--- src/hw/rtl/mlsl_pkg.sv ---
// shared opcodes, codes, status types and fixed-point helpers of the steering law
package mlsl_pkg;

	// datapath operations issued by the controller
	localparam logic [3:0] OP_NONE  = 4'd0;
	localparam logic [3:0] OP_LOAD  = 4'd1;
	localparam logic [3:0] OP_DIV1  = 4'd2;
	localparam logic [3:0] OP_SEL   = 4'd3;
	localparam logic [3:0] OP_DIV2  = 4'd4;
	localparam logic [3:0] OP_SIGN2 = 4'd5;
	localparam logic [3:0] OP_THIRD = 4'd6;
	localparam logic [3:0] OP_HALF  = 4'd7;
	localparam logic [3:0] OP_BAND3 = 4'd8;
	localparam logic [3:0] OP_FIN   = 4'd9;
	localparam logic [3:0] OP_OUT   = 4'd10;

	// outcome codes
	localparam logic [1:0] OC_NORMAL = 2'd0;
	localparam logic [1:0] OC_TURN   = 2'd1;
	localparam logic [1:0] OC_LOST   = 2'd2;

	// quadrant codes
	localparam logic [2:0] Q_CENTER = 3'd0;
	localparam logic [2:0] Q_ONE    = 3'd1;
	localparam logic [2:0] Q_TWO    = 3'd2;
	localparam logic [2:0] Q_THREE  = 3'd3;
	localparam logic [2:0] Q_FOUR   = 3'd4;
	localparam logic [2:0] Q_LOST   = 3'd5;

	// speed constants in Q.15, held in 19-bit signed working width
	localparam logic signed [18:0] SPD_0P5   = 19'sd16384;
	localparam logic signed [18:0] SPD_0P1   = 19'sd3277;
	localparam logic signed [18:0] CLAMP_0P6 = 19'sd19660;

	// thresholds
	localparam logic [17:0] GT_0P2  = 18'd6553;
	localparam logic [17:0] GT_0P1  = 18'd3276;
	localparam logic [17:0] GT_0P03 = 18'd983;
	localparam logic [16:0] GE_0P1  = 17'd3277;
	localparam logic [15:0] DIST_0P5 = 16'd2048;
	localparam logic [15:0] DIST_0P3 = 16'd1229;
	localparam logic [15:0] DIST_0P2 = 16'd820;

	// reciprocals ceil(2^35 / d): floor(x * 2^15 / d) = (x * rcp) >> 20 for 9-bit x
	localparam logic [29:0] RCP_50   = 30'd687194768;
	localparam logic [29:0] RCP_100  = 30'd343597384;
	localparam logic [29:0] RCP_200  = 30'd171798692;
	localparam logic [29:0] RCP_164  = 30'd209510600;
	localparam logic [29:0] RCP_1640 = 30'd20951060;

	typedef struct packed {
		logic [3:0] op;
	} dp_cmd_t;

	typedef struct packed {
		logic lost;
		logic div_busy;
		logic band1_go;
		logic need_div2;
		logic gt_0p2;
		logic band2_go;
		logic band3_go;
		logic halve_go;
		logic out_busy;
	} dp_stat_t;

	// floor(x / 5) by reciprocal, exact for 17-bit x
	function automatic logic [14:0] div5(input logic [16:0] x);
		logic [32:0] p;
		p = {16'd0, x} * 33'd52429;
		return p[32:18];
	endfunction

	// floor(x / 3) by reciprocal, exact for 17-bit x
	function automatic logic [15:0] div3(input logic [16:0] x);
		logic [32:0] p;
		p = {16'd0, x} * 33'd43691;
		return p[32:17];
	endfunction

endpackage

--- src/hw/rtl/mlsl_div.sv ---
// constant divider by reciprocal multiply: operands registered, then the quotient registered from their product
module mlsl_div (
	input  logic        clk,
	input  logic        arst_n,
	input  logic        start,
	input  logic [8:0]  num,
	input  logic [29:0] rcp,
	output logic        busy,
	output logic [23:0] quo
);
	logic [8:0]  num_q;
	logic [29:0] rcp_q;
	logic [23:0] quo_q;
	logic        busy_q;
	logic [38:0] prod;

	// product of the offset operand and the scaled reciprocal
	assign prod = {30'd0, num_q} * {9'd0, rcp_q};

	// busy for the one cycle between operand capture and quotient
	always_ff @(posedge clk or negedge arst_n) begin
		if (!arst_n) busy_q <= 1'b0;
		else busy_q <= start;
	end

	// operand and quotient registers
	always_ff @(posedge clk) begin
		if (start) begin
			num_q <= num;
			rcp_q <= rcp;
		end
		if (busy_q) quo_q <= {5'd0, prod[38:20]};
	end

	assign busy = busy_q;
	assign quo  = quo_q;

endmodule

--- src/hw/rtl/mlsl_dp.sv ---
// datapath: item registers, classification, steering arithmetic and result register
module mlsl_dp (
	input  logic                   clk,
	input  logic                   arst_n,
	input  mlsl_pkg::dp_cmd_t      cmd,
	output mlsl_pkg::dp_stat_t     stat,
	input  logic                   wide_mode,
	input  logic [7:0]             front_pos,
	input  logic [7:0]             back_pos,
	input  logic [7:0]             center_pos,
	input  logic [15:0]            goal_distance,
	input  logic signed [15:0]     linear_speed_in,
	output logic                   out_valid,
	input  logic                   out_stall,
	output logic signed [15:0]     linear_speed_out,
	output logic signed [15:0]     angular_speed,
	output logic [2:0]             quadrant,
	output logic [1:0]             outcome
);
	import mlsl_pkg::*;

	logic [7:0]         f_q, b_q, c_q;
	logic [15:0]        dis_q;
	logic signed [15:0] als_q;
	logic signed [17:0] aas_q;
	logic [1:0]         oc_q;
	logic               out_valid_q;
	logic signed [15:0] lin_out_q, ang_out_q;
	logic [2:0]         quad_out_q;
	logic [1:0]         oc_out_q;

	logic [7:0]  up, down, diff, v1, v2;
	logic [8:0]  dsum;
	logic [2:0]  q_w;
	logic        div_start, div_busy;
	logic [8:0]  div_num;
	logic [23:0] div_quo;
	logic [29:0] div_rcp;

	// offsets from the centered position
	always_comb begin
		up   = (f_q > c_q) ? 8'(f_q - c_q) : 8'(c_q - f_q);
		down = (b_q > c_q) ? 8'(b_q - c_q) : 8'(c_q - b_q);
		diff = (up > down) ? 8'(up - down) : 8'(down - up);
		dsum = {1'b0, up} + {1'b0, down};
		v1   = wide_mode ? 8'd30 : 8'd5;
		v2   = wide_mode ? 8'd12 : 8'd2;
	end

	// quadrant classification
	always_comb begin
		if (up > down) q_w = (f_q > c_q) ? Q_TWO : Q_ONE;
		else if (down > up) q_w = (b_q > c_q) ? Q_FOUR : Q_THREE;
		else if (b_q == f_q) q_w = (b_q > c_q) ? Q_TWO : ((b_q < c_q) ? Q_ONE : Q_CENTER);
		else q_w = Q_CENTER;
		if (f_q == 8'd0 || b_q == 8'd0) q_w = Q_LOST;
	end

	// divider operands: gain quotient, then the turn-back rescale
	always_comb begin
		div_start = (cmd.op == OP_DIV1) || (cmd.op == OP_DIV2);
		if (cmd.op == OP_DIV2) begin
			div_num = {1'b0, down};
			div_rcp = aas_q[17] ? RCP_1640 : RCP_164;
		end else if (q_w == Q_CENTER) begin
			div_num = {1'b0, up};
			div_rcp = wide_mode ? RCP_100 : RCP_50;
		end else begin
			div_num = dsum;
			div_rcp = wide_mode ? RCP_200 : RCP_100;
		end
	end

	mlsl_div u_div (
		.clk    (clk),
		.arst_n (arst_n),
		.start  (div_start),
		.num    (div_num),
		.rcp    (div_rcp),
		.busy   (div_busy),
		.quo    (div_quo)
	);

	// magnitudes and truncating helpers
	logic [17:0]        aas_mag, aas_hm;
	logic [16:0]        als_mag;
	logic signed [17:0] aas_half, aas_third;
	logic [15:0]        third_m;
	logic [14:0]        als5_m;
	logic signed [15:0] als_div5, als_dbl;
	logic signed [16:0] dbl_w;

	always_comb begin
		aas_mag   = aas_q[17] ? 18'(-aas_q) : 18'(aas_q);
		als_mag   = als_q[15] ? 17'(-{als_q[15], als_q}) : {1'b0, als_q};
		aas_hm    = {1'b0, aas_mag[17:1]};
		aas_half  = aas_q[17] ? -$signed(aas_hm) : $signed(aas_hm);
		third_m   = div3({aas_mag[15:0], 1'b0});
		aas_third = aas_q[17] ? -$signed({2'b00, third_m}) : $signed({2'b00, third_m});
		als5_m    = div5(als_mag);
		als_div5  = als_q[15] ? -$signed({1'b0, als5_m}) : $signed({1'b0, als5_m});
		dbl_w     = {als_q, 1'b0};
		if (dbl_w > 17'sd32767) als_dbl = 16'sh7fff;
		else if (dbl_w < -17'sd32768) als_dbl = 16'sh8000;
		else als_dbl = dbl_w[15:0];
	end

	// steering case selection and clamp
	logic signed [18:0] m, m2, m6, sel_aas, clamp_aas;
	logic [16:0]        m_a, m_b3;
	logic [14:0]        m_b;
	logic signed [15:0] sel_als;
	logic [1:0]         sel_oc;
	logic [2:0]         side;

	always_comb begin
		m    = $signed({1'b0, div_quo[17:0]});
		m_a  = (div_quo > 24'd98304) ? 17'd98304 : div_quo[16:0];
		m_b  = (div_quo > 24'd32767) ? 15'd32767 : div_quo[14:0];
		m_b3 = {2'b00, m_b} + {1'b0, m_b, 1'b0};
		m2   = $signed({4'd0, div5(m_a)});
		m6   = $signed({4'd0, div5(m_b3)});

		if (f_q == 8'd0) side = 3'd3;
		else if (b_q == 8'd0) side = 3'd4;
		else if (f_q > c_q && b_q > c_q) side = 3'd1;
		else if (f_q < c_q && b_q < c_q) side = 3'd2;
		else side = 3'd0;

		sel_als = als_q;
		sel_oc  = OC_NORMAL;
		sel_aas = 19'sd0;
		if (q_w == Q_CENTER) begin
			if (!(b_q == f_q && b_q == c_q)) begin
				sel_als = als_div5;
				sel_aas = (f_q > c_q) ? -m : m;
			end
		end else begin
			unique case (side)
				3'd1: begin
					if (q_w == Q_TWO) sel_aas = als_q[15] ? -m : ((diff > v1) ? -m2 : m6);
					else if (q_w == Q_FOUR) sel_aas = als_q[15] ? ((diff > v1) ? m2 : -m6) : m;
					else sel_aas = m;
				end
				3'd2: begin
					if (q_w == Q_ONE) sel_aas = als_q[15] ? m : ((diff > v1) ? m2 : -m6);
					else if (q_w == Q_THREE) sel_aas = als_q[15] ? ((diff > v1) ? -m2 : m6) : -m;
					else sel_aas = m;
				end
				3'd3: begin
					if (als_q > 16'sd0) begin
						if (b_q > c_q) sel_aas = SPD_0P1;
						else sel_aas = (b_q < c_q) ? -SPD_0P1 : 19'sd0;
					end else begin
						sel_aas = (b_q > c_q) ? -SPD_0P5 : SPD_0P5;
						sel_als = als_dbl;
						sel_oc  = OC_TURN;
					end
				end
				3'd4: begin
					if (als_q > 16'sd0) begin
						sel_aas = (f_q > c_q) ? SPD_0P5 : -SPD_0P5;
						sel_als = als_dbl;
						sel_oc  = OC_TURN;
					end else begin
						if (f_q > c_q) sel_aas = -SPD_0P1;
						else sel_aas = (f_q < c_q) ? SPD_0P1 : 19'sd0;
					end
				end
				default: sel_aas = (q_w == Q_TWO || q_w == Q_THREE) ? -m : m;
			endcase
		end

		if (sel_aas > CLAMP_0P6) clamp_aas = CLAMP_0P6;
		else if (sel_aas < -CLAMP_0P6) clamp_aas = -CLAMP_0P6;
		else clamp_aas = sel_aas;
	end

	// working registers
	always_ff @(posedge clk) begin
		unique case (cmd.op)
			OP_LOAD: begin
				f_q   <= front_pos;
				b_q   <= back_pos;
				c_q   <= center_pos;
				dis_q <= goal_distance;
				aas_q <= 18'sd0;
				if (front_pos == 8'd0 && back_pos == 8'd0) begin
					als_q <= 16'sd0;
					oc_q  <= OC_LOST;
				end else begin
					als_q <= linear_speed_in;
					oc_q  <= OC_NORMAL;
				end
			end
			OP_SEL: begin
				aas_q <= clamp_aas[17:0];
				als_q <= sel_als;
				oc_q  <= sel_oc;
			end
			OP_SIGN2: begin
				aas_q <= aas_q[17] ? -$signed({1'b0, div_quo[16:0]})
				                   : $signed({1'b0, div_quo[16:0]});
			end
			OP_THIRD: aas_q <= aas_third;
			OP_HALF:  aas_q <= aas_half;
			OP_BAND3: begin
				if (als_mag >= GE_0P1) als_q <= als_div5;
				if (q_w == Q_LOST) aas_q <= 18'sd0;
			end
			OP_FIN: begin
				if (diff < v2 && aas_mag > GT_0P03) aas_q <= aas_half;
			end
			default: begin
			end
		endcase
	end

	// result register
	always_ff @(posedge clk or negedge arst_n) begin
		if (!arst_n) begin
			out_valid_q <= 1'b0;
		end else if (cmd.op == OP_OUT) begin
			out_valid_q <= 1'b1;
		end else if (!out_stall) begin
			out_valid_q <= 1'b0;
		end
	end

	always_ff @(posedge clk) begin
		if (cmd.op == OP_OUT) begin
			lin_out_q  <= als_q;
			ang_out_q  <= aas_q[15:0];
			quad_out_q <= q_w;
			oc_out_q   <= oc_q;
		end
	end

	// status back to the controller
	always_comb begin
		stat.lost      = (f_q == 8'd0) && (b_q == 8'd0);
		stat.div_busy  = div_busy;
		stat.band1_go  = (dis_q < DIST_0P5) && (aas_mag > GT_0P2);
		stat.need_div2 = (oc_q == OC_TURN);
		stat.gt_0p2    = aas_mag > GT_0P2;
		stat.band2_go  = (dis_q < DIST_0P3) && (aas_mag > GT_0P1);
		stat.band3_go  = dis_q < DIST_0P2;
		stat.halve_go  = (q_w != Q_LOST) && (als_q != 16'sd0) && (aas_mag > {1'b0, als_mag});
		stat.out_busy  = out_valid_q && out_stall;
	end

	assign out_valid        = out_valid_q;
	assign linear_speed_out = lin_out_q;
	assign angular_speed    = ang_out_q;
	assign quadrant         = quad_out_q;
	assign outcome          = oc_out_q;

endmodule

--- src/hw/rtl/mlsl_ctrl.sv ---
// controller: sequences divide, case selection and the distance-band loops
module mlsl_ctrl (
	input  logic                clk,
	input  logic                arst_n,
	input  logic                in_valid,
	output logic                in_stall,
	input  mlsl_pkg::dp_stat_t  stat,
	output mlsl_pkg::dp_cmd_t   cmd
);
	import mlsl_pkg::*;

	localparam logic [3:0] S_IDLE  = 4'd0;
	localparam logic [3:0] S_DIV1S = 4'd1;
	localparam logic [3:0] S_DIVW1 = 4'd2;
	localparam logic [3:0] S_SEL   = 4'd3;
	localparam logic [3:0] S_B1    = 4'd4;
	localparam logic [3:0] S_DIVW2 = 4'd5;
	localparam logic [3:0] S_SG2   = 4'd6;
	localparam logic [3:0] S_L23   = 4'd7;
	localparam logic [3:0] S_B2    = 4'd8;
	localparam logic [3:0] S_B3    = 4'd9;
	localparam logic [3:0] S_LH    = 4'd10;
	localparam logic [3:0] S_FIN   = 4'd11;
	localparam logic [3:0] S_DONE  = 4'd12;

	logic [3:0] state_q, state_d;

	// next state and datapath command
	always_comb begin
		state_d = state_q;
		cmd.op  = OP_NONE;
		unique case (state_q)
			S_IDLE: begin
				if (in_valid) begin
					cmd.op  = OP_LOAD;
					state_d = S_DIV1S;
				end
			end
			S_DIV1S: begin
				if (stat.lost) begin
					state_d = S_DONE;
				end else begin
					cmd.op  = OP_DIV1;
					state_d = S_DIVW1;
				end
			end
			S_DIVW1: if (!stat.div_busy) state_d = S_SEL;
			S_SEL: begin
				cmd.op  = OP_SEL;
				state_d = S_B1;
			end
			S_B1: begin
				if (!stat.band1_go) begin
					state_d = S_B2;
				end else if (stat.need_div2) begin
					cmd.op  = OP_DIV2;
					state_d = S_DIVW2;
				end else begin
					state_d = S_L23;
				end
			end
			S_DIVW2: if (!stat.div_busy) state_d = S_SG2;
			S_SG2: begin
				cmd.op  = OP_SIGN2;
				state_d = S_L23;
			end
			S_L23: begin
				if (stat.gt_0p2) cmd.op = OP_THIRD;
				else state_d = S_B2;
			end
			S_B2: begin
				if (stat.band2_go) cmd.op = OP_HALF;
				else state_d = S_B3;
			end
			S_B3: begin
				if (stat.band3_go) begin
					cmd.op  = OP_BAND3;
					state_d = S_LH;
				end else begin
					state_d = S_DONE;
				end
			end
			S_LH: begin
				if (stat.halve_go) cmd.op = OP_HALF;
				else state_d = S_FIN;
			end
			S_FIN: begin
				cmd.op  = OP_FIN;
				state_d = S_DONE;
			end
			S_DONE: begin
				if (!stat.out_busy) begin
					cmd.op  = OP_OUT;
					state_d = S_IDLE;
				end
			end
			default: state_d = S_IDLE;
		endcase
	end

	// state register
	always_ff @(posedge clk or negedge arst_n) begin
		if (!arst_n) state_q <= S_IDLE;
		else state_q <= state_d;
	end

	assign in_stall = state_q != S_IDLE;

endmodule

--- src/hw/rtl/magnetic_line_steering_law.sv ---
// top level of the magnetic line steering law: register port, controller and datapath
//
// channel   direction  handshake            payload
// input     in         in_valid / in_stall  front_pos back_pos center_pos goal_distance
//                                           linear_speed_in
// result    out        out_valid / out_stall linear_speed_out angular_speed quadrant outcome
// register  in/out     psel penable pwrite  paddr pwdata prdata pready
//
// an item with both lines lost goes from load straight to its result; otherwise the gain and
// turn-back divides are reciprocal multiplies, and each divide-down step repeats its loop state
// reset clears the mode register to narrow-sensor gains and returns the controller to idle
// in_stall is high from the cycle after a request is taken until its result is registered
// a stalled result holds in the output register while the next request is processed
module magnetic_line_steering_law (
	input  logic               clk,
	input  logic               arst_n,
	input  logic               psel,
	input  logic               penable,
	input  logic               pwrite,
	input  logic [2:0]         paddr,
	input  logic [31:0]        pwdata,
	output logic [31:0]        prdata,
	output logic               pready,
	input  logic               in_valid,
	output logic               in_stall,
	input  logic [7:0]         front_pos,
	input  logic [7:0]         back_pos,
	input  logic [7:0]         center_pos,
	input  logic [15:0]        goal_distance,
	input  logic signed [15:0] linear_speed_in,
	output logic               out_valid,
	input  logic               out_stall,
	output logic signed [15:0] linear_speed_out,
	output logic signed [15:0] angular_speed,
	output logic [2:0]         quadrant,
	output logic [1:0]         outcome
);
	import mlsl_pkg::*;

	logic     mode_q;
	dp_cmd_t  cmd;
	dp_stat_t stat;

	// mode register
	always_ff @(posedge clk or negedge arst_n) begin
		if (!arst_n) mode_q <= 1'b0;
		else if (psel && penable && pwrite && !paddr[2]) mode_q <= pwdata[0];
	end

	assign pready = 1'b1;
	assign prdata = paddr[2] ? 32'd0 : {31'd0, mode_q};

	mlsl_ctrl u_ctrl (
		.clk      (clk),
		.arst_n   (arst_n),
		.in_valid (in_valid),
		.in_stall (in_stall),
		.stat     (stat),
		.cmd      (cmd)
	);

	mlsl_dp u_dp (
		.clk              (clk),
		.arst_n           (arst_n),
		.cmd              (cmd),
		.stat             (stat),
		.wide_mode        (mode_q),
		.front_pos        (front_pos),
		.back_pos         (back_pos),
		.center_pos       (center_pos),
		.goal_distance    (goal_distance),
		.linear_speed_in  (linear_speed_in),
		.out_valid        (out_valid),
		.out_stall        (out_stall),
		.linear_speed_out (linear_speed_out),
		.angular_speed    (angular_speed),
		.quadrant         (quadrant),
		.outcome          (outcome)
	);

`ifndef NO_ASSERTIONS
	// a taken request keeps the input side closed while it is worked on
	a_busy_after_take: assert property (@(posedge clk) disable iff (!arst_n)
		in_valid && !in_stall |=> in_stall)
		else $error("input not stalled after a request");

	// lost line gives zero speeds and the lost quadrant
	a_lost_zero: assert property (@(posedge clk) disable iff (!arst_n)
		out_valid && outcome == OC_LOST |->
		linear_speed_out == 16'sd0 && angular_speed == 16'sd0 && quadrant == Q_LOST)
		else $error("lost line result not zeroed");

	// angular speed stays inside the clamp
	a_ang_bound: assert property (@(posedge clk) disable iff (!arst_n)
		out_valid |-> angular_speed <= 16'sd19660 && angular_speed >= -16'sd19660)
		else $error("angular speed beyond clamp");

	// a turn advice only comes with a sensor lost on one side
	a_turn_quad: assert property (@(posedge clk) disable iff (!arst_n)
		out_valid && outcome == OC_TURN |-> quadrant == Q_LOST)
		else $error("turn advice without one-side loss");
`endif

endmodule

--- config.mk ---
export PLATFORM = sky130hd
export DESIGN_NAME = magnetic_line_steering_law
export DESIGN_NICKNAME = d
export VERILOG_FILES = /design/src/hw/rtl/mlsl_pkg.sv /design/src/hw/rtl/mlsl_div.sv /design/src/hw/rtl/mlsl_dp.sv /design/src/hw/rtl/mlsl_ctrl.sv /design/src/hw/rtl/magnetic_line_steering_law.sv
export SDC_FILE = /design/constraint.sdc
export NUM_CORES = 2
export LEC_CHECK = 0
export ABC_AREA = 1
export BUFFER_PORTS_ARGS = -buffer_cell sky130_fd_sc_hd__buf_4
export CAP_MARGIN = 5
export CORE_ASPECT_RATIO = 2
export CORE_MARGIN = 10
export CORE_UTILIZATION = 55
export DETAILED_ROUTE_END_ITERATION = 7
export PLACE_DENSITY = 0.78
export SYNTH_ARGS = -nofsm -noshare
export SYNTH_HDL_FRONTEND = slang
export SYNTH_SLANG_ARGS = --single-unit
--- constraint.sdc ---
create_clock -name clk -period 11.6 [get_ports clk]
set_clock_uncertainty 0.15 [all_clocks]
set_input_delay 0.58 -clock clk [delete_from_list [all_inputs] [get_ports clk]]
set_output_delay 0.58 -clock clk [all_outputs]
set_load 0.02 [all_outputs]
**Word-level counts from Yosys, hierarchy flattened**

Cells that the tools add are included.

- Register bits: 178
- Bits of input ports: 98
- Output and inout bits: 72
- Word-level logic and storage cells: 248

- $add $sub $neg: 17
- Multipliers: 5
- Magnitude comparators: 23
- Equality and inequality tests: 50
- Mux-type cells: 101
- Reduce and logical (&&, ||, !) cells: 33

Operator list:

| cell | number |
|---|---|
| 2-to-1 mux 19 bit | 21 |
| 2-to-1 mux 16 bit | 9 |
| 2-to-1 mux 18 bit | 8 |
| one-hot mux 18 bit (7 select lines) | 1 |
| multiplier 17 x 16 -> 33 bit, second input constant | 3 |
| 2-to-1 mux 30 bit | 3 |
| one-hot mux 19 bit (4 select lines) | 1 |
| 2-to-1 mux 4 bit | 13 |
| one-hot mux 4 bit (13 select lines) | 1 |
| one-hot mux 16 bit (3 select lines) | 1 |
| subtractor 8 bit | 6 |
| one-hot mux 4 bit (11 select lines) | 1 |
| 2-to-1 mux 3 bit | 14 |
| greater-than comparator 8 bit | 5 |
| 2-to-1 mux 8 bit | 5 |
| multiplier 9 x 30 -> 39 bit | 1 |
| negation 15 -> 19 bit | 2 |
| negation 17 -> 18 bit | 2 |
| 2-to-1 mux 17 bit | 2 |
| equality test 4 x 3 -> 1 bit, second input constant | 8 |
| equality test 4 bit, second input constant | 8 |
| zero test 8 bit | 4 |
| multiplier 16 x 16 -> 32 bit, second input constant | 1 |
| one-hot mux 16 bit (2 select lines) | 1 |
| 57 further kinds | 108 |

**Longest topological paths before layout**

- Depth in word-level cells: 16
- Mapped depth: 74

**Hierarchy**

A second synthesis with hierarchy kept.

- Cell total of the unflattened synthesis: 6,131
- Area, all modules: 46,588.4 um2

By module, submodules not included:

| module | times used | cells an instance | area each (um2) | seq. area each (um2) |
|---|---|---|---|---|
| mlsl_dp | 1 | 4,661 | 35,170.0 | 3,418.3 |
| mlsl_div | 1 | 1,338 | 10,570.1 | 1,766.7 |
| mlsl_ctrl | 1 | 87 | 534.3 | 100.1 |
| magnetic_line_steering_law | 1 | 45 | 314.1 | 25.0 |

**Worst setup path before layout**

Ideal clock, no wire load.

- Path type: register -> register
- From: register u_dp.u_div.quo_q[0] (netlist: u_dp.u_div.quo[0])
- To: register u_dp.aas_q[10], data pin
- Library setup time: 254 ps
- Data arrival time: 8,973 ps
- Required time: 11,196 ps
- Setup slack: 2,223 ps
- Cell stages (with the launch flop): 69
- Buffers on the path: 1
- Cell sequence: edfxtp_1 -> ha_1 -> nor2_2 -> nand2_1 -> nor2_1 -> nand2_1 -> nand2_1 -> nor2_1 -> inv_1 -> ha_1 -> fa_1 -> nand3_1 -> o21ai_0 -> nand3_1 -> nand2_1 -> nand3_1 -> nand2_1 -> nand3_1 -> (+33 left out) -> nand2_1 -> nand2_1 -> nand2_1 -> nand3_1 -> nand2_1 -> inv_1 -> nand2_1 -> nand2_2 -> nand2_2 -> inv_2 -> nand2_1 -> nand2_1 -> nand3_4 -> buf_6 -> nand2_1 -> nand2_1 -> nand2_1 -> nand2_1

- Word-level cells in the longest chain between the ends: 15
- Elaborated cells between the ends (all ways): 32
- Those cells by class: add/sub: 5; mul: 2; order compare: 4; mux: 21

RTL lines:

| item | line | source |
|---|---|---|
| start: declaration | mlsl_div.sv:13 | `logic [23:0] quo_q;` |
| start signal: assignment | mlsl_div.sv:32 | `if (busy_q) quo_q <= {5'd0, prod[38:20]};` |
| greater-than comparator 19 x 15 -> 1 bit | mlsl_dp.sv:119 | `m_b = (div_quo > 24'd32767) ? 15'd32767 : div_quo[14:0];` |
| 2-to-1 mux 15 bit | mlsl_dp.sv:119 |  |
| adder 15 x 16 -> 17 bit | mlsl_dp.sv:120 | `m_b3 = {2'b00, m_b} + {1'b0, m_b, 1'b0};` |
| multiplier 17 x 16 -> 33 bit | mlsl_pkg.sv:70 | `p = {16'd0, x} * 33'd52429;` |
| negation 15 -> 19 bit | mlsl_dp.sv:142, mlsl_dp.sv:146 |  |
| 2-to-1 mux 19 bit | mlsl_dp.sv:142, mlsl_dp.sv:146 |  |
| 2-to-1 mux 19 bit (2 in a row) | mlsl_dp.sv:142 | `else if (q_w == Q_FOUR) sel_aas = als_q[15] ? ((diff > v1) ? m2 : -m6) : m;` |
| 2-to-1 mux 19 bit | mlsl_dp.sv:141 | `if (q_w == Q_TWO) sel_aas = als_q[15] ? -m : ((diff > v1) ? -m2 : m6);` |
| one-hot mux 19 bit (4 select lines) | mlsl_dp.sv:139 | `unique case (side)` |
| 2-to-1 mux 19 bit | mlsl_dp.sv:133 | `if (q_w == Q_CENTER) begin` |
| < comparator 19 x 16 -> 1 bit | mlsl_dp.sv:175 | `else if (sel_aas < -CLAMP_0P6) clamp_aas = -CLAMP_0P6;` |
| 2-to-1 mux 18 bit | mlsl_dp.sv:175 |  |
| 2-to-1 mux 18 bit | mlsl_dp.sv:174 | `if (sel_aas > CLAMP_0P6) clamp_aas = CLAMP_0P6;` |
| one-hot mux 18 bit (7 select lines) * | mlsl_dp.sv:181 | `unique case (cmd.op)` |
| end signal: assignment | mlsl_dp.sv:197 | `aas_q <= clamp_aas[17:0];` |
| end signal: assignment | mlsl_dp.sv:202 | `aas_q <= aas_q[17] ? -$signed({1'b0, div_quo[16:0]})` |
| end signal: assignment | mlsl_dp.sv:205 | `OP_THIRD: aas_q <= aas_third;` |
| end: declaration | mlsl_dp.sv:25 | `logic signed [17:0] aas_q;` |

Every way passes the cells marked *; elsewhere a longest branch is shown, timed or not.
A chain may end at the register's enable or synchronous reset.

**Worst setup path after layout**

- From: register u_dp.u_div.quo_q[1] (netlist: u_dp.u_div.quo[1])
- To: register u_dp.aas_q[8], data pin

The elaborated chain is that of the path after synthesis.

==> impl_metrics.env <==
export IMPL_layout_nets=7159
export IMPL_coreArea_mm2=0.07910
export IMPL_drv_slew=0
export IMPL_ys_top_cells_by_count="inv_1 (1209), nand2_1 (1192), ha_1 (720), fa_1 (501), nor2_1 (339)"
export IMPL_fmax_mhz=91.85
export IMPL_setup_tns_final_ns=0
export IMPL_die_width_um=219.4
export IMPL_num_vias=38970
export IMPL_n_antenna_cell=0
export IMPL_synth_most_common_cell="inv_1"
export IMPL_setup_viol=0
export IMPL_crit_path_start_kind="flop"
export IMPL_cts_tree="yes"
export IMPL_dp_hpwl_um=117700
export IMPL_overflow=0
export IMPL_start_util=0.5531
export IMPL_syn2layout_area_growth_pct=7.001
export IMPL_drt_pass1_iter_count=6
export IMPL_final_antenna_net_count=0
export IMPL_synthArstFlopShare=0.04268
export IMPL_portBuffers=104
export IMPL_viasPerCell=5.657
export IMPL_dieHeight_um=418.9
export IMPL_slowest_stage="fa_1"
export IMPL_crit_required_ns=11.67
export IMPL_grt_max_degree=70
export IMPL_finalCritPeriodShare=0.9386
export IMPL_rows=146
export IMPL_die_area_mm2=0.09191
export IMPL_grt_pass1_wl_um=214900
export IMPL_postLayoutCellArea_mm2=0.04681
export IMPL_end_kind="flop"
export IMPL_post_route_drc_count=0
export IMPL_synth_largest_area_cell="fa_1"
export IMPL_period_minus_slack_ns=10.89
export IMPL_finalNonFillerCells=6889
export IMPL_grt_pass1_vias=40420
export IMPL_cp_slowest_stage_delay_ns=0.57
export IMPL_outcome="finished clean"
export IMPL_criticalPathCategory="reg -> reg"
export IMPL_clk_pin_slew_ns=0.09
export IMPL_clock_sinks=164
export IMPL_finalWirelength_um=138700
export IMPL_clk_latency_ns=0.47
export IMPL_drt_iter0_drc=2645
export IMPL_wl_per_cell_um=20.14
export IMPL_drv_cap=0
export IMPL_syn_cell_area_mm2=0.04375
export IMPL_dp_cells=6854
export IMPL_synth_top_area_share=0.2292
export IMPL_cts_buffers=17
export IMPL_slew_headroom=0.1440
export IMPL_ys_seq_elements=164
export IMPL_h_tree_depth=4
export IMPL_yosysUniqueCellTypes=66
export IMPL_synthFlopType="edfxtp_1"
export IMPL_yosysSeqAreaShare=0.1118
export IMPL_crit_top_cell="nand2_1"
export IMPL_clockBufferDepth=2
export IMPL_worstHoldPathType="in -> reg"
export IMPL_synth_edff_count=157
export IMPL_cts_root_buf="clkbuf_16"
export IMPL_avgSynthCellArea_um2=7.677
export IMPL_critPathMaxFanout=15
export IMPL_cp_arrival_ns=10.96
export IMPL_yosysWarningCount=0
export IMPL_worstMarginPinSlew_ns=1.284
export IMPL_placed_cell_area_mm2=0.04615
export IMPL_gp_routability_congestion=1.040
export IMPL_io_pins=170
export IMPL_drive_above_1_share=0.06954
export IMPL_grt_antenna_before_repair=3
export IMPL_netlist_instances=5699
export IMPL_hold_violations=0
export IMPL_rsz0062_at_grt="false"
export IMPL_track_usage=0.3030
export IMPL_synthTopCellsByArea="fa_1 (23%), ha_1 (21%), edfxtp_1 (11%)"
-- path summary, 6_finish.rpt --
| kind | slack [ns] | endpoint | depth (start not counted) | startpoint |
|---|---|---|---|---|
| max | 0.71 | u_dp.aas_q[8]$_SDFFCE_PN0P_ | 69 | u_dp.u_div.quo[1]$_DFFE_PP_ |
| max in group asynchronous | 10.82 | u_ctrl.state_q[2]$_DFFE_PN0P_ | 2 | arst_n |
| min in group asynchronous | 0.33 | u_dp.u_div.busy$_DFF_PN0_ | 2 | arst_n |
| min reg2reg | 0.31 | u_dp.outcome[1]$_DFFE_PP_ | 0 | u_dp.oc_q[1]$_SDFFCE_PP0P_ |
| min | 0.13 | u_dp.dis_q[2]$_DFFE_PP_ | 1 | goal_distance[2] |
| max reg2reg | 0.71 | u_dp.aas_q[8]$_SDFFCE_PN0P_ | 69 | u_dp.u_div.quo[1]$_DFFE_PP_ |
-- kinds of logic (layout without fill, tap and decap cells) --
kind of cell | count (synthesis) | in the layout | synth area share
and+or+nand+nor | 2007 | 2007 | 0.1953
buffers and inverters | 1405 | 1518 | 0.1265
adders and majority gates | 1221 | 1221 | 0.4352
AOI/OAI and AO/OA | 718 | 718 | 0.09446
xor gates and xnor gates | 181 | 181 | 0.03641
DFF | 164 | 164 | 0.1118
other | 2 | 43 | 0.0001717
muxes | 1 | 1 | 0.0002288
-- per-stage QoR --
| step | utilization | setup WS [ns] | hold WS [ns] |
|---|---|---|---|
| after floorplan | - | 2.223 | 0.1344 |
| after global placement | 0.5834 | 0.7555 | 0.2768 |
| after detailed placement | 0.5834 | 0.6722 | 0.2724 |
| after CTS | 0.5913 | 0.6236 | 0.1201 |
| after global routing | 0.5918 | 0.02790 | 0.1229 |
| final | 0.5918 | 0.7127 | 0.1281 |
-- placed cells by master (no fill, tap or decap), types with 5 or more instances in the layout --
| cell type | instances |
|---|---|
| a211oi_1 | 11 |
| a21boi_0 | 7 |
| a21o_1 | 24 |
| a21oi_1 | 332 |
| a31oi_1 | 24 |
| and2_1 | 5 |
| buf_4 | 236 |
| clkbuf_16 | 17 |
| conb_1 | 43 |
| dfrtp_1 | 7 |
| edfxtp_1 | 157 |
| fa_1 | 501 |
| ha_1 | 720 |
| inv_1 | 1208 |
| inv_2 | 38 |
| inv_8 | 5 |
| nand2_1 | 1190 |
| nand2_2 | 23 |
| nand3_1 | 237 |
| nand3b_1 | 13 |
| nand4_1 | 65 |
| nor2_1 | 336 |
| nor2_2 | 13 |
| nor2_4 | 13 |
| nor3_1 | 52 |
| nor3_2 | 10 |
| nor4_1 | 19 |
| o211ai_1 | 32 |
| o21a_1 | 7 |
| o21ai_0 | 169 |
| o21ai_1 | 15 |
| o21bai_1 | 17 |
| o221ai_1 | 18 |
| o22ai_1 | 15 |
| o311ai_0 | 8 |
| o31ai_1 | 9 |
| or2_2 | 14 |
| xnor2_1 | 27 |
| xor2_1 | 152 |
-- timing repair --
action | CTS | global route
buffers inserted | 0 | 1
hold endpoints to repair | 7 | 0
gates resized for setup | 0 | 8
hold buffers | 1 | 0
endpoints found under the setup margin | 0 | 15
-- state kept, by name (all words and copies together) (netlist names) --
signal / flops
u_dp.outcome: 2
u_dp.dis_q: 16
u_dp.angular_speed: 16
u_dp.u_div.rcp_q: 16
u_dp.aas_q: 18
u_dp.c_q: 8
u_dp.u_div.num_q: 9
u_dp.u_div.quo: 19
u_dp.u_div.busy: 1
u_dp.als_q: 16
u_dp.oc_q: 2
u_dp.quadrant: 3
u_dp.out_valid: 1
u_ctrl.state_q: 4
u_dp.linear_speed_out: 16
u_dp.f_q: 8
u_dp.b_q: 8
mode_q: 1
-- critical path, delay by kind of cell (launching register included) --
family | cells | cell delay [ns]
AOI/OAI and AO/OA | 6 | 0.89
xor gates and xnor gates | 1 | 0.18
adders and majority gates | 9 | 3.50
buffers and inverters | 15 | 1.68
DFF | 1 | 0.48
and+or+nand+nor | 38 | 3.76
-- final cells by class --
cell class | count | area [um^2]
Clock inverter | 15 | 188.9
Sequential cell | 164 | 4890
Inverter | 1248 | 4684
Multi-Input combinational cell | 4171 | 33530
Timing Repair Buffer | 238 | 1802
Tap cell | 1036 | 1296
Clock buffer | 17 | 425.4
Fill cell | 7205 | 32280
-- per-layer routing --
metal / up-vias / track usage / part of all wire
met2: 1666 / 0.5558 / 0.52
met4: 6 / 0.2690 / 0.11
met3: 630 / 0.04395 / 0.056
li1: 18300 / - / -
met5: - / 0 / 0.00033
met1: 18370 / 0.2851 / 0.32
Power is left out: the tool's default activity adds up to more than one toggle a clock period on the data nets, which glitch-free logic cannot reach.
